--- src/rtl/indexed_min_heap_queue_defines.svh ---
// Assertion macros used by the heap queue controller.
`ifndef INDEXED_MIN_HEAP_QUEUE_DEFINES_SVH
`define INDEXED_MIN_HEAP_QUEUE_DEFINES_SVH

// Same-cycle implication, checked out of reset.
`define IMHQ_ASSERT_IMPL(lbl, ante, cons) \
    lbl: assert property (@(posedge i_clk) disable iff (!i_rst_n) (ante) |-> (cons)) \
        else $error("heap queue check failed");

// Next-cycle implication, checked out of reset.
`define IMHQ_ASSERT_NEXT(lbl, ante, cons) \
    lbl: assert property (@(posedge i_clk) disable iff (!i_rst_n) (ante) |=> (cons)) \
        else $error("heap queue check failed");

`endif

--- src/rtl/imhq_ram.sv ---
// Generic single-write, single-read RAM with registered read data.
`default_nettype none
module imhq_ram #(
    parameter int unsigned WIDTH = 8,
    parameter int unsigned DEPTH = 16
) (
    input  wire logic                     i_clk,
    input  wire logic                     i_we,
    input  wire logic [$clog2(DEPTH)-1:0] i_waddr,
    input  wire logic [WIDTH-1:0]         i_wdata,
    input  wire logic [$clog2(DEPTH)-1:0] i_raddr,
    output logic      [WIDTH-1:0]         o_rdata
);
    logic [WIDTH-1:0] r_mem [DEPTH];

    always_ff @(posedge i_clk) begin
        if (i_we) begin
            r_mem[i_waddr] <= i_wdata;
        end
        o_rdata <= r_mem[i_raddr];
    end
endmodule
`default_nettype wire

--- config.mk ---
export PLATFORM = sky130hd
export DESIGN_NAME = imhq_ram
export DESIGN_NICKNAME = d
export VERILOG_FILES = /design/src/rtl/indexed_min_heap_queue_defines.svh /design/src/rtl/imhq_ram.sv
export SDC_FILE = /design/constraint.sdc
export NUM_CORES = 1
export LEC_CHECK = 0
export CORE_ASPECT_RATIO = 1.25
export CORE_MARGIN = 2
export CORE_UTILIZATION = 65
export CTS_CLUSTER_DIAMETER = 40
export DETAILED_ROUTE_END_ITERATION = 10
export DONT_BUFFER_PORTS = 1
export PLACE_DENSITY_LB_ADDON = 0.3
export SYNTH_ARGS = -nofsm -noshare
export SYNTH_HDL_FRONTEND = slang
export SYNTH_SLANG_ARGS = --single-unit
--- constraint.sdc ---
create_clock -name i_clk -period 4.9 [get_ports i_clk]
set_clock_uncertainty 0.2 [all_clocks]
set_input_delay 0.98 -clock i_clk [delete_from_list [all_inputs] [get_ports i_clk]]
set_output_delay 0.98 -clock i_clk [all_outputs]
set_load 0.02 [all_outputs]
### After elaboration in Yosys (flattened, before gate mapping)

Memories as Yosys holds them, arrays and structs flattened. A register that Yosys moved wholly into a read port is not among the register bits.
Index checks and enable logic that the tools add are counted.

* mux-type cells: 2

Operator list (count)
* $mux W1: 2

* register bits: 0
* memory bits (writable): 128
* memories kept: 1

Memories
* r_mem: depth 16, width 8, read ports 1, clocked after Yosys merged registers in 1, wr ports 1, RTL line imhq_ram.sv:14 `logic [WIDTH-1:0] r_mem [DEPTH];`

### Logic depth before layout (Yosys ltp)

* word-level depth: 2
* gate-level depth with buffers: 5

### Worst setup path before layout

Ideal clock, no wire load.

* path kind: input to register
* start: input port i_waddr[2]
* end: memory r_mem[0][0] (enable)
* library setup time: 0.383 ns
* arrival: 2.090 ns
* setup slack: 2.227 ns
* stages on the path: 2
* cells stage by stage: or3b_2 -> nor3_1

RTL lines
* from (decl): RTL line imhq_ram.sv:9 `input wire logic [$clog2(DEPTH)-1:0] i_waddr,`
* to (decl): RTL line imhq_ram.sv:14

No word-level cell before the write port.

### Worst setup path after layout

* start: input port i_waddr[2]
* end: memory r_mem[0][5] (enable)

No word-level cell before the write port.

==> impl_metrics.env <==
export IMPL_vias=2342
export IMPL_grt_max_degree=33
export IMPL_synthCells=229
export IMPL_cp_buffers_inverters=0
export IMPL_grt_pass1_vias=2376
export IMPL_synth_main_ff_cell="edfxtp_1"
export IMPL_synth_async_reset_ratio_pct=0
export IMPL_htreeDepth=4
export IMPL_slew_headroom_pct=19.14
export IMPL_clock_path_buffers=2
export IMPL_rr_worst_depth=3
export IMPL_syn_area_um2=5147
export IMPL_syn_avg_cell_area_um2=22.48
export IMPL_setup_viol=0
export IMPL_synth_area_leaders="edfxtp_1 (75%), mux4_2 (7.9%), mux4_1 (7.1%)"
export IMPL_synth_common_cells="edfxtp_1 (128), mux4_2 (18), a22oi_1 (16)"
export IMPL_areaGrowthSynthToFinish_pct=12.13
export IMPL_fin_area_um2=5772
export IMPL_ys_seq_area_share_pct=77.78
export IMPL_crit_arrival_ns=2.42
export IMPL_viasPerCell=6.730
export IMPL_period_needed_ns=2.487
export IMPL_crit_type="in -> reg"
export IMPL_synth_top_area_cell="edfxtp_1"
export IMPL_cap_violations=0
export IMPL_min_path_type="in -> reg"
export IMPL_outcome="complete, no violations"
export IMPL_power_density_nw_per_um2=448.0
export IMPL_cts_tree="built"
export IMPL_synth_warnings=0
export IMPL_static_leakage_power_uw=0.001897
export IMPL_timing_final_crit_share_pct=50.75
export IMPL_cts_setup_buffers=0
export IMPL_final_hold_violation_count=0
export IMPL_clock_root_buffer="clkbuf_8"
export IMPL_antenna_found_initial=0
export IMPL_rows=36
export IMPL_io_buffers=0
export IMPL_wl_per_cell_um=27.14
export IMPL_fin_setup_tns_ns=0
export IMPL_nets=258
export IMPL_cp_end_kind="flop"
export IMPL_synth_cell_types=19
export IMPL_synth_nets=247
export IMPL_dpl_cell_area_um2=5195
export IMPL_core_um2=7747
export IMPL_vdd_drop_max_mv=0.3132
export IMPL_grt_usage_pct=23.74
export IMPL_start_kind="input port"
export IMPL_die_area_um2=8652
export IMPL_grt_ovfl_total=0
export IMPL_cp_num_cells=2
export IMPL_finalWirelength_um=9443
export IMPL_clk_latency_ns=0.52
export IMPL_hold_buffers=0
export IMPL_grt_pass1_wl_um=13950
export IMPL_worstMarginPinSlew_ns=1.204
export IMPL_rsz0062_at_grt="no"
export IMPL_ys_ff_latch=136
export IMPL_drt_iter0_markers=227
export IMPL_finalWeightedCongestion=0.8372
export IMPL_die_h_um=103.5
export IMPL_cp_top_family="simple AND/OR/NAND/NOR gates"
export IMPL_antenna_cells=0
export IMPL_cpMaxStageDelayCell="nor3_1"
export IMPL_fmax_ghz=0.4021
export IMPL_die_w_um=83.60
export IMPL_ios=26
export IMPL_finalMaxSlewViolations=0
export IMPL_initial_core_util_pct=66.44
export IMPL_netlist_area_leader_share_pct=74.67
export IMPL_synth_edf_count=128
export IMPL_numCtsBuffers=17
export IMPL_ant_nets=0
export IMPL_drt_pass1_iterations=4
export IMPL_yosysMostFrequentCell="edfxtp_1"
export IMPL_cp_slowest_stage_delay_ns=0.93
export IMPL_crit_chain="or3b_2, nor3_1"
export IMPL_clk_pin_slew_worst_paths_ns=0.06
export IMPL_cp_required_ns=4.83
export IMPL_crit_fanout=8
export IMPL_cts_resized_gates=0
export IMPL_drc=0
export IMPL_drive_above_1_share_pct=20.55
export IMPL_hold_depth=0
export IMPL_hpwl_um=5758
export IMPL_cts_sink_count=136
placed cells by master (no fill, tap or decap):
master and count:
a22oi_1 16, and2_1 1, and2b_1 1, buf_4 2, clkbuf_1 1, clkbuf_16 18, clkbuf_8 5, clkinv_2 1
clkinv_4 2, dfxtp_1 8, edfxtp_1 128, inv_4 5, mux4_1 14, mux4_2 18, nand2_1 9, nand2b_1 2
nand3_1 1, nand3b_1 2, nor2_1 13, nor2b_1 1, nor3_1 4, or3b_2 1
report_power, final:
| group | total (uW) | switching, uW | internal [uW] |
|---|---|---|---|
| logic | 68.4 | 31.4 | 37.0 |
| registers | 1320 | 17.3 | 1300 |
| clock network | 1200 | 460 | 739 |
| total | 2590 | 509 | 2080 |
routing by layer:
layer / wire, um / global-route usage [%]
met1: 3718 / 30.76
met2: 4773 / 38.15
met3: 742 / 7.857
met4: 208 / 9.801
met5: 0 / 0
final timing paths:
check | from | endpoint | slack (ns)
setup / recovery | i_waddr[2] | r_mem[0][5] | 2.41
hold / removal | i_wdata[1] | r_mem[5][1] | 0.36
setup reg to reg | r_mem[1][0] | o_rdata[0] | 3.23
hold reg to reg | r_mem[15][3] | o_rdata[3] | 0.50
logic make-up after synthesis:
logic type             Yosys count  synth area share [%]
AOI/OAI and AO/OA               16                 2.334
DFF                            136                 77.78
buffers and inverters           10                 1.677
muxes                           32                 15.02
and+or+nand+nor                 35                 3.184
cell type report:
cell class / instances / area, um^2
clock buffer: 24 / 523.0
clock inverter: 8 / 53.80
fill: 411 / 1976
multi-input combinational: 83 / 1057
sequential: 136 / 4004
tap: 95 / 118.9
timing repair buffer: 2 / 15.01
metrics by stage:
stage / setup WS, ns / utilization (%) / instances / power (uW) / hold WS, ns
after global placement: 2.121 / 67.05 / 316 / 1408 / 0.4690
after floorplan: 2.227 / - / 229 / 1406 / 0.4293
after CTS: 2.440 / 74.50 / 348 / 2595 / 0.3446
after global routing: 2.339 / 74.50 / 348 / 2643 / 0.3362
final: 2.413 / 74.50 / 348 / 2586 / 0.3562
after detailed placement: 1.920 / 67.05 / 316 / 1412 / 0.4742
registers in the layout (all words and copies together) (netlist names):
name	count
o_rdata	8
r_mem	128
Power figures use the tool's default switching activity.
