[src/rtl/indexed_min_heap_queue_defines.svh]
// Assertion macros used by the heap queue controller.
`ifndef INDEXED_MIN_HEAP_QUEUE_DEFINES_SVH
`define INDEXED_MIN_HEAP_QUEUE_DEFINES_SVH

// Same-cycle implication, checked out of reset.
`define IMHQ_ASSERT_IMPL(lbl, ante, cons) \
    lbl: assert property (@(posedge i_clk) disable iff (!i_rst_n) (ante) |-> (cons)) \
        else $error("heap queue check failed");

// Next-cycle implication, checked out of reset.
`define IMHQ_ASSERT_NEXT(lbl, ante, cons) \
    lbl: assert property (@(posedge i_clk) disable iff (!i_rst_n) (ante) |=> (cons)) \
        else $error("heap queue check failed");

`endif

[src/rtl/imhq_pkg.sv]
// Types, constants and helpers for the indexed min-heap queue.
`default_nettype none
package imhq_pkg;
    localparam int unsigned DEPTH  = 1024;
    localparam int unsigned AW     = $clog2(DEPTH);
    localparam int unsigned CW     = $clog2(DEPTH + 1);
    localparam int unsigned KEY_W  = 10;
    localparam int unsigned CNT_W  = 11;
    localparam int unsigned PRIO_W = 32;
    localparam int unsigned DATA_W = 32;

    localparam logic [1:0] OP_INSERT = 2'd0;
    localparam logic [1:0] OP_REMOVE = 2'd1;
    localparam logic [1:0] OP_EDIT   = 2'd2;

    localparam logic [1:0] ST_OK     = 2'd0;
    localparam logic [1:0] ST_FULL   = 2'd1;
    localparam logic [1:0] ST_EMPTY  = 2'd2;
    localparam logic [1:0] ST_BADKEY = 2'd3;

    typedef struct packed {
        logic [PRIO_W-1:0] prio;
        logic [DATA_W-1:0] data;
        logic [AW-1:0]     key;
    } t_cell;

    typedef struct packed {
        logic [1:0]        status;
        logic [KEY_W-1:0]  key;
        logic [PRIO_W-1:0] prio;
        logic [DATA_W-1:0] data;
        logic [CNT_W-1:0]  count;
    } t_result;

    typedef struct packed {
        logic          we;
        logic [AW-1:0] addr;
        t_cell         data;
    } t_cell_wr;

    typedef struct packed {
        logic          we;
        logic [AW-1:0] addr;
        logic [AW-1:0] pos;
    } t_kp_wr;

    function automatic logic [KEY_W-1:0] to_key(input logic [AW-1:0] k);
        logic [31:0] t;
        t = 32'(k);
        return t[KEY_W-1:0];
    endfunction

    function automatic logic [CNT_W-1:0] to_cnt(input logic [CW-1:0] c);
        logic [31:0] t;
        t = 32'(c);
        return t[CNT_W-1:0];
    endfunction

    function automatic logic [AW-1:0] key_addr(input logic [KEY_W-1:0] k);
        logic [31:0] t;
        t = 32'(k);
        return t[AW-1:0];
    endfunction

    function automatic logic prio_le(input logic [PRIO_W-1:0] a, input logic [PRIO_W-1:0] b);
        return $signed(a) <= $signed(b);
    endfunction
endpackage
`default_nettype wire

[src/rtl/imhq_ctrl.sv]
// Heap sequencer: clearing pass, insert, remove-min and change-priority walks.
`default_nettype none
`include "indexed_min_heap_queue_defines.svh"
module imhq_ctrl (
    input  wire logic                          i_clk,
    input  wire logic                          i_rst_n,
    input  wire logic                          i_in_valid,
    output logic                               o_in_ready,
    input  wire logic [1:0]                    i_op,
    input  wire logic [imhq_pkg::PRIO_W-1:0]   i_prio,
    input  wire logic [imhq_pkg::DATA_W-1:0]   i_data,
    input  wire logic [imhq_pkg::KEY_W-1:0]    i_key,
    input  wire logic [imhq_pkg::CW-1:0]       i_limit,
    output logic                               o_res_valid,
    input  wire logic                          i_res_ready,
    output imhq_pkg::t_result                  o_res,
    output imhq_pkg::t_cell_wr                 o_cell_wr,
    output logic [imhq_pkg::AW-1:0]            o_cell_raddr,
    input  wire imhq_pkg::t_cell               i_cell_rdata,
    output imhq_pkg::t_kp_wr                   o_kp_wr,
    output logic [imhq_pkg::AW-1:0]            o_kp_raddr,
    input  wire logic [imhq_pkg::AW-1:0]       i_kp_rdata
);
    import imhq_pkg::*;

    typedef enum logic [14:0] {
        S_CLEAR    = 15'h0001,
        S_IDLE     = 15'h0002,
        S_INS_RD   = 15'h0004,
        S_SWIM     = 15'h0008,
        S_SWIM_CMP = 15'h0010,
        S_PLACE    = 15'h0020,
        S_REM_RD0  = 15'h0040,
        S_REM_RD1  = 15'h0080,
        S_SINK     = 15'h0100,
        S_SINK_L   = 15'h0200,
        S_SINK_R   = 15'h0400,
        S_SINK_CMP = 15'h0800,
        S_EDT_KP   = 15'h1000,
        S_EDT_RD   = 15'h2000,
        S_DONE     = 15'h4000
    } t_state;

    t_state            r_state, n_state;
    logic [PRIO_W-1:0] r_prio, n_prio;
    logic [DATA_W-1:0] r_data, n_data;
    t_cell             r_cur, n_cur;
    t_cell             r_aux, n_aux;
    logic [CW-1:0]     r_pos, n_pos;
    logic [CW-1:0]     r_cidx, n_cidx;
    logic [CW-1:0]     r_lim, n_lim;
    logic [CW-1:0]     r_count, n_count;
    t_result           r_res, n_res;
    logic [AW-1:0]     r_clr, n_clr;

    logic [CW:0]       w_child;
    logic [CW:0]       w_child1;
    logic [CW-1:0]     w_parent;
    logic [CW-1:0]     w_last;
    logic              w_key_ok;

    assign w_child  = {r_pos, 1'b1};
    assign w_child1 = w_child + 1'b1;
    assign w_parent = (r_pos - 1'b1) >> 1;
    assign w_last   = r_count - 1'b1;
    assign w_key_ok = 32'(i_key) < DEPTH;

    always_comb begin
        n_state      = r_state;
        n_prio       = r_prio;
        n_data       = r_data;
        n_cur        = r_cur;
        n_aux        = r_aux;
        n_pos        = r_pos;
        n_cidx       = r_cidx;
        n_lim        = r_lim;
        n_count      = r_count;
        n_res        = r_res;
        n_clr        = r_clr;
        o_in_ready   = 1'b0;
        o_res_valid  = 1'b0;
        o_cell_wr    = '0;
        o_kp_wr      = '0;
        o_cell_raddr = '0;
        o_kp_raddr   = '0;
        case (r_state)
            S_CLEAR: begin
                // write identity keys into both tables
                o_cell_wr = '{we: 1'b1, addr: r_clr, data: '{prio: '0, data: '0, key: r_clr}};
                o_kp_wr   = '{we: 1'b1, addr: r_clr, pos: r_clr};
                n_clr     = r_clr + 1'b1;
                if (r_clr == AW'(DEPTH - 1)) begin
                    n_state = S_IDLE;
                end
            end
            S_IDLE: begin
                o_in_ready = 1'b1;
                if (i_in_valid) begin
                    n_prio = i_prio;
                    n_data = i_data;
                    n_res  = '0;
                    case (i_op)
                        OP_INSERT: begin
                            if (r_count >= i_limit) begin
                                n_res.status = ST_FULL;
                                n_state      = S_DONE;
                            end else begin
                                o_cell_raddr = r_count[AW-1:0];
                                n_state      = S_INS_RD;
                            end
                        end
                        OP_REMOVE: begin
                            if (r_count == '0) begin
                                n_res.status = ST_EMPTY;
                                n_state      = S_DONE;
                            end else begin
                                o_cell_raddr = '0;
                                n_state      = S_REM_RD0;
                            end
                        end
                        OP_EDIT: begin
                            if (w_key_ok) begin
                                o_kp_raddr = key_addr(i_key);
                                n_state    = S_EDT_KP;
                            end else begin
                                n_res.status = ST_BADKEY;
                                n_state      = S_DONE;
                            end
                        end
                        default: n_state = S_DONE;
                    endcase
                end
            end
            S_INS_RD: begin
                n_cur     = '{prio: r_prio, data: r_data, key: i_cell_rdata.key};
                n_res.key = to_key(i_cell_rdata.key);
                n_pos     = r_count;
                n_count   = r_count + 1'b1;
                n_state   = S_SWIM;
            end
            S_REM_RD0: begin
                n_aux        = i_cell_rdata;
                n_res.key    = to_key(i_cell_rdata.key);
                n_res.prio   = i_cell_rdata.prio;
                n_res.data   = i_cell_rdata.data;
                o_cell_raddr = w_last[AW-1:0];
                n_state      = S_REM_RD1;
            end
            S_REM_RD1: begin
                // park the old root in the last slot, sink the last cell from the top
                n_cur     = i_cell_rdata;
                o_cell_wr = '{we: 1'b1, addr: w_last[AW-1:0], data: r_aux};
                o_kp_wr   = '{we: 1'b1, addr: r_aux.key, pos: w_last[AW-1:0]};
                n_pos     = '0;
                n_lim     = w_last;
                n_count   = w_last;
                n_state   = S_SINK;
            end
            S_EDT_KP: begin
                if (CW'(i_kp_rdata) >= r_count) begin
                    n_res.status = ST_BADKEY;
                    n_state      = S_DONE;
                end else begin
                    o_cell_raddr = i_kp_rdata;
                    n_pos        = CW'(i_kp_rdata);
                    n_state      = S_EDT_RD;
                end
            end
            S_EDT_RD: begin
                n_cur = '{prio: r_prio, data: i_cell_rdata.data, key: i_cell_rdata.key};
                n_lim = r_count;
                if (prio_le(r_prio, i_cell_rdata.prio)) begin
                    n_state = S_SWIM;
                end else begin
                    n_state = S_SINK;
                end
            end
            S_SWIM: begin
                if (r_pos == '0) begin
                    n_state = S_PLACE;
                end else begin
                    o_cell_raddr = w_parent[AW-1:0];
                    n_cidx       = w_parent;
                    n_state      = S_SWIM_CMP;
                end
            end
            S_SWIM_CMP: begin
                if (prio_le(r_cur.prio, i_cell_rdata.prio)) begin
                    // drop the parent into the hole and move up
                    o_cell_wr = '{we: 1'b1, addr: r_pos[AW-1:0], data: i_cell_rdata};
                    o_kp_wr   = '{we: 1'b1, addr: i_cell_rdata.key, pos: r_pos[AW-1:0]};
                    n_pos     = r_cidx;
                    n_state   = S_SWIM;
                end else begin
                    n_state = S_PLACE;
                end
            end
            S_SINK: begin
                if (w_child >= {1'b0, r_lim}) begin
                    n_state = S_PLACE;
                end else begin
                    o_cell_raddr = w_child[AW-1:0];
                    n_cidx       = w_child[CW-1:0];
                    n_state      = S_SINK_L;
                end
            end
            S_SINK_L: begin
                n_aux = i_cell_rdata;
                if (w_child1 < {1'b0, r_lim}) begin
                    o_cell_raddr = w_child1[AW-1:0];
                    n_state      = S_SINK_R;
                end else begin
                    n_state = S_SINK_CMP;
                end
            end
            S_SINK_R: begin
                // right child wins ties
                if (prio_le(i_cell_rdata.prio, r_aux.prio)) begin
                    n_aux  = i_cell_rdata;
                    n_cidx = r_cidx + 1'b1;
                end
                n_state = S_SINK_CMP;
            end
            S_SINK_CMP: begin
                if (prio_le(r_cur.prio, r_aux.prio)) begin
                    n_state = S_PLACE;
                end else begin
                    o_cell_wr = '{we: 1'b1, addr: r_pos[AW-1:0], data: r_aux};
                    o_kp_wr   = '{we: 1'b1, addr: r_aux.key, pos: r_pos[AW-1:0]};
                    n_pos     = r_cidx;
                    n_state   = S_SINK;
                end
            end
            S_PLACE: begin
                o_cell_wr = '{we: 1'b1, addr: r_pos[AW-1:0], data: r_cur};
                o_kp_wr   = '{we: 1'b1, addr: r_cur.key, pos: r_pos[AW-1:0]};
                n_state   = S_DONE;
            end
            S_DONE: begin
                o_res_valid = 1'b1;
                if (i_res_ready) begin
                    n_state = S_IDLE;
                end
            end
            default: n_state = S_IDLE;
        endcase
    end

    always_comb begin
        o_res       = r_res;
        o_res.count = to_cnt(r_count);
    end

    always_ff @(posedge i_clk) begin
        if (!i_rst_n) begin
            r_state <= S_CLEAR;
            r_count <= '0;
            r_clr   <= '0;
        end else begin
            r_state <= n_state;
            r_count <= n_count;
            r_clr   <= n_clr;
        end
        r_prio <= n_prio;
        r_data <= n_data;
        r_cur  <= n_cur;
        r_aux  <= n_aux;
        r_pos  <= n_pos;
        r_cidx <= n_cidx;
        r_lim  <= n_lim;
        r_res  <= n_res;
    end

    `IMHQ_ASSERT_NEXT(a_accept_leaves_idle, i_in_valid && o_in_ready, !o_in_ready)
    `IMHQ_ASSERT_NEXT(a_swim_moves_up, (r_state == S_SWIM_CMP) && o_cell_wr.we,
                      r_pos < $past(r_pos))
    `IMHQ_ASSERT_IMPL(a_count_bounded, r_state == S_DONE, 32'(r_count) <= DEPTH)
    `IMHQ_ASSERT_NEXT(a_result_taken, o_res_valid && i_res_ready, r_state == S_IDLE)
endmodule
`default_nettype wire

[config.mk]
export PLATFORM = sky130hd
export DESIGN_NAME = imhq_ctrl
export DESIGN_NICKNAME = d
export VERILOG_FILES = /design/src/rtl/imhq_pkg.sv /design/src/rtl/imhq_ctrl.sv
export VERILOG_INCLUDE_DIRS = /design/src /design/src/rtl
export SDC_FILE = /design/constraint.sdc
export NUM_CORES = 1
export LEC_CHECK = 0
export ABC_AREA = 0
export BUFFER_PORTS_ARGS = -buffer_cell sky130_fd_sc_hd__buf_2
export CORE_ASPECT_RATIO = 1.4
export CORE_MARGIN = 3
export CORE_UTILIZATION = 56
export CTS_CLUSTER_SIZE = 12
export DETAILED_ROUTE_END_ITERATION = 10
export PLACE_DENSITY = 0.82
export SLEW_MARGIN = 20
export SYNTH_ARGS = -nofsm -noshare
export SYNTH_HDL_FRONTEND = slang
export SYNTH_SLANG_ARGS = --single-unit
[constraint.sdc]
create_clock -name i_clk -period 7.3 [get_ports i_clk]
set_input_delay 0.73 -clock i_clk [delete_from_list [all_inputs] [get_ports i_clk]]
set_output_delay 0.73 -clock i_clk [all_outputs]
set_load 0.02 [all_outputs]
-- Word-level counts from Yosys, hierarchy flattened
Index checks and enable logic that the tools add are counted.
- register bits: 357
- bits of input ports: 175
- output and inout bits: 215
- logic and storage cells: 136
- add/subtract/negate cells: 6
- magnitude comparators: 8
- eq/ne operators: 28
- multiplexer cells: 54
- reduce and logical (&&, ||, !) cells: 22
- operators with widths (kind ; count):
    case mux 85 bit (5 select lines) ; 1
    case mux 15 bit (15 select lines) ; 1
    case mux 74 bit (3 select lines) ; 1
    two-way mux 85 bit ; 2
    case mux 74 bit (2 select lines) ; 1
    <= comparator 32 bit ; 4
    case mux 64 bit (2 select lines) ; 1
    two-way mux 10 bit ; 11
    case mux 21 bit (5 select lines) ; 1
    two-way mux 15 bit ; 6
    two-way mux 87 bit ; 1
    two-way mux 74 bit ; 1
    two-way mux 11 bit ; 6
    case mux 10 bit (6 select lines) ; 1
    case mux 11 bit (5 select lines) ; 1
    case mux 15 bit (3 select lines) ; 1
    case mux 11 bit (2 select lines) ; 2
    two-way mux 21 bit ; 2
    case mux 11 bit (3 select lines) ; 1
    adder 11 x 1 -> 11 bit (second input constant) ; 2
    zero test 11 bit ; 2
    subtractor 11 x 1 -> 11 bit (second input constant) ; 2
    inequality test 2 bit (second input constant) ; 10
    case mux 10 bit (2 select lines) ; 1
    other kinds (38) ; 56

-- Depth between registers and ports, before layout
- depth in word-level cells: 5
- gate-level depth with buffers: 13
- mapped depth without buffers: 12

-- Worst setup path after synthesis
No wires, ideal clock.
- kind: in2reg
- start: input i_cell_rdata[47] (netlist bit)
- end: register r_aux[0] (netlist bit), enable pin
- library setup time: 0.530 ns
- arrival time: 5.650 ns
- data required time: 6.770 ns
- path slack: 1.120 ns
- stages: 7
- buffers on the path: 0
- cells stage by stage: ha_1 a21o_1 a21o_1 a211o_1 a211oi_1 a31oi_1 a21oi_1
- longest elaborated chain between the ends: 3
- ends and longest elaborated chain (what ; RTL line ; text):
    start: declaration ; imhq_ctrl.sv:19 ; input wire imhq_pkg::t_cell i_cell_rdata,
    <= comparator 32 bit ; imhq_pkg.sv:66 ; return $signed(a) <= $signed(b);
    inequality test 2 bit (no line) ; n/a ;
    AND reduction 2 bit (no line) ; n/a ;
    end signal: assignment ; imhq_ctrl.sv:267 ; r_aux <= n_aux;
    end: declaration ; imhq_ctrl.sv:48 ; t_cell r_aux, n_aux;
No other way between the ends.
A chain may end at the register's enable or synchronous reset.

==> metrics.md <==
| Metric | Value |
|---|---|
| H-tree lvl count | 2 |
| Flop2flop setup slack | 3470 ps |
| Post-synthesis mux area share | 1.96% |
| Vias | 16.2k |
| Synth warnings | 0 |
| Fraction of layout cells with a size suffix above 1 | 23.5% |
| Drt first pass iters | 5 |
| Hold depth | 1 |
| Hold_buf cts | 0 |
| Reg2Reg Depth | 5 |
| Power per standard cell area | 185 mW/mm² |
| Most instantiated cells after synthesis | edfxtp_1, ha_1, inv_1 |
| Vias per cell | 6.15 |
| Worst slew margin | 31.1% |
| Detailed-route wire length per cell | 23.7 µm |
| Xor and xnor area share after synthesis | 2.76% |
| DRT antenna net count | 0 |
| Worst r2r src | r_state[1] |
| Final setup fails | 0 |
| Crit-path max cell delay | 810 ps |
| Filler cells | 2734 |
| Register area | 0.0104 mm² |
| NumNets Final | 2502 |
| Total power | 4340 µW |
| Clock Skew | 15.4 ps |
| Unrepaired setup endpoints after global routing | false |
| CP endpoint kind | primary output |
| Post-cts sizing count | 0 |
| Slowest cell on crit path | o31a_2 |
| DR iter-0 viols | 1621 |
| Die ar. | 0.0380 mm² |
| Status | complete, no violations |
| Hold Crit Start | i_prio[4] |
| CTS clk-pin slew, worst paths | 60 ps |
| CTS Sinks | 357 |
| Floorplan die height | 230 µm |
| Initial Util | 57.0% |
| Overall routing resource usage | 31.7% |
| Synth area leaders | edfxtp_1, ha_1, dfxtp_1 |
| Maximum VDD drop | 189 µV |
| Routed WL | 62500 µm |
| WS Path Type | reg2out |
| Largest net degree at the start of global routing | 75 |
| EDFF count, synth | 321 |
| Crit start category | flop |
| Vias in the first global route | 16.4k |
| Top-count cell post-synth | edfxtp_1 |
| Compound-Gate Fraction of Synth Area | 13.8% |
| Arrival time worst endpoint | 4720 ps |
| Reg2reg end | r_cur[5] |
| Fin. Hold Viols | 0 |
| Hold EP | r_prio[4] |
| Crit path launch | r_cur[73] |
| Synth top area share | 48.2% |
| Min cycle time layout | 5450 ps |
| # Post-CTS Setup Buffers | 0 |
| Final worst path period share | 74.7% |
| Avg Cell Area, Syn | 11.1 µm² |
| Top-Level Pins | 390 |
| Skew-Pair Late Insertion Delay | 540 ps |
| I/O Buffers | 389 |
| First-pass GRT wire length | 94700 µm |
| Post-synthesis instance total | 1799 |
| Root Buffer | clkbuf_16 |
| Ys flop type | edfxtp_1 |
| Syn_nets | 2150 |
| Total CTS buffers | 38 |
| Final-report max-slew violation count | 0 |
| FF+latch count, synth | 357 |
| Worst Tran Pin Value | 1030 ps |
| RD Place Congestion | 1.03 |
| HP Class | in2reg |
| Area taken by multi-input logic gates | 0.00864 mm² |
| Post-synthesis adder-cell area fraction | 11.0% |
| Worst EP required | 6570 ps |
| Mapped cell area | 0.0200 mm² |
| Area grow syn2layout | 17.1% |
| TritonCTS clock tree | done |
| Synth area leader | edfxtp_1 |
| Post-route setup TNS | 0 ps |
| GRT overflow | 0 |
| Rows | 81 |
| Pleak | 0.00995 µW |
| Max_cap viols | 0 |
| Cell Chain, Critical Path | ha_1 -> nand4_1 -> nor4_1 -> a21oi_2 -> xnor2_1 -> o31a_2 -> buf_4 -> o21ai_0 -> buf_2 |
| Residual DRC | 0 |
| CTS Buffer Depth | 3 |
| Die W | 166 µm |
| Final HPWL from detailed placement | 46100 µm |
| Max Freq | 0.183 GHz |
| Post-synthesis async set-or-reset flop share | 0% |
| Total core area | 0.0351 mm² |
| Simple-gate area share of the yosys netlist | 13.4% |
| Layout Utilization | 66.7% |
| Seq/Total Area, Yosys | 51.8% |
| CP max FO | 41 |
| Initial antenna violation count | 4 |
| Largest family of logic cells by synthesized area | compound AO/OA/AOI/OAI gates |
| Netlist cell types | 81 |
-- sequential cells by signal (all words and copies together), names as in the netlist, 15 cells and up --
name,flops
o_res,76
r_aux,74
r_cur,74
r_data,32
r_prio,32
r_state,15
-- kinds of logic after synthesis --
family | count (synthesis)
muxes | 35
adders and majority gates | 176
DFF | 357
xor gates and xnor gates | 63
and+or+nand+nor | 498
buffers and inverters | 247
AOI/OAI and AO/OA | 423
-- power by group --
| part | internal, µW | switching (µW) | leakage (µW) | total, µW |
|---|---|---|---|---|
| Combinational | 102 | 172 | 0.00622 | 274 |
| Sequential | 2220 | 12.9 | 0.00317 | 2240 |
| Clock | 1040 | 786 | 0.000557 | 1830 |
| Total | 3360 | 971 | 0.00995 | 4340 |
-- cells in the final DEF (no fill, tap or decap), types with 10 or more instances in the layout --
cell       Yosys  routed
nor2b_1       15      13
dfxtp_1       36      36
xor2_1        17      17
o21a_1        10      10
ha_1         176     176
a222oi_1      12      12
a221o_1       13      13
buf_2          9     389
edfxtp_1     321     321
buf_4         21      15
and2_1        75      74
o21ai_1       42      41
nand4_1       40      40
and3_1        14      14
a21oi_1       64      63
inv_1        152     151
o21ai_0      109     109
nand3_1       39      38
xnor2_1       46      46
clkbuf_16      0      39
clkbuf_1      53      13
a22oi_1       85      85
nor4_1        14      14
mux2_2        25      25
a21o_1        19      19
nor3_1        25      24
and4_1        10      10
nor2_1        98      98
nand2_1      115     114
-- worst max path at each step --
stage / end / cells past startpoint
floorplan: r_aux[0] / 7
global placement: o_kp_wr[18] / 12
detailed placement: o_kp_wr[13] / 12
CTS: o_cell_wr[44] / 9
global route: o_cell_wr[44] / 9
finish: o_cell_wr[44] / 9
-- layout make-up --
cell class                 count  share of cell area, %
antenna                        3                 0.0321
clock buffer                  54                   4.50
clock inverter                10                  0.380
inverter                     153                   2.48
multi-input combinational   1195                   36.9
sequential                   357                   44.3
tap                          456                   2.44
timing repair buffer         406                   8.97
-- critical path, delay by kind of cell (launching register included) --
| kind | cells | cell delay (ps) |
|---|---|---|
| adders and majority gates | 1 | 410 |
| and+or+nand+nor | 2 | 950 |
| buffers and inverters | 2 | 780 |
| xor gates and xnor gates | 1 | 350 |
| AOI/OAI and AO/OA | 3 | 1220 |
| DFF | 1 | 460 |
-- metal layers --
layer	up-vias	share of wire, %	GRT usage, %
met3	216	7.1	4.94
met2	811	50	55.1
li1	7367	-	-
met1	7812	36	37.6
met5	-	0	0
met4	0	6.4	17.6
-- metrics by stage --
stage	hold WS, ps	worst slack [ps]	cell area, µm²	instances
detailed placement	516	2240	22200	2567
CTS	340	1830	23400	2631
floorplan	501	1120	20000	1799
global placement	502	2360	22200	2566
finish	363	1850	23400	2634
global route	341	1470	23400	2634
(Power assumes the default switching activity.)
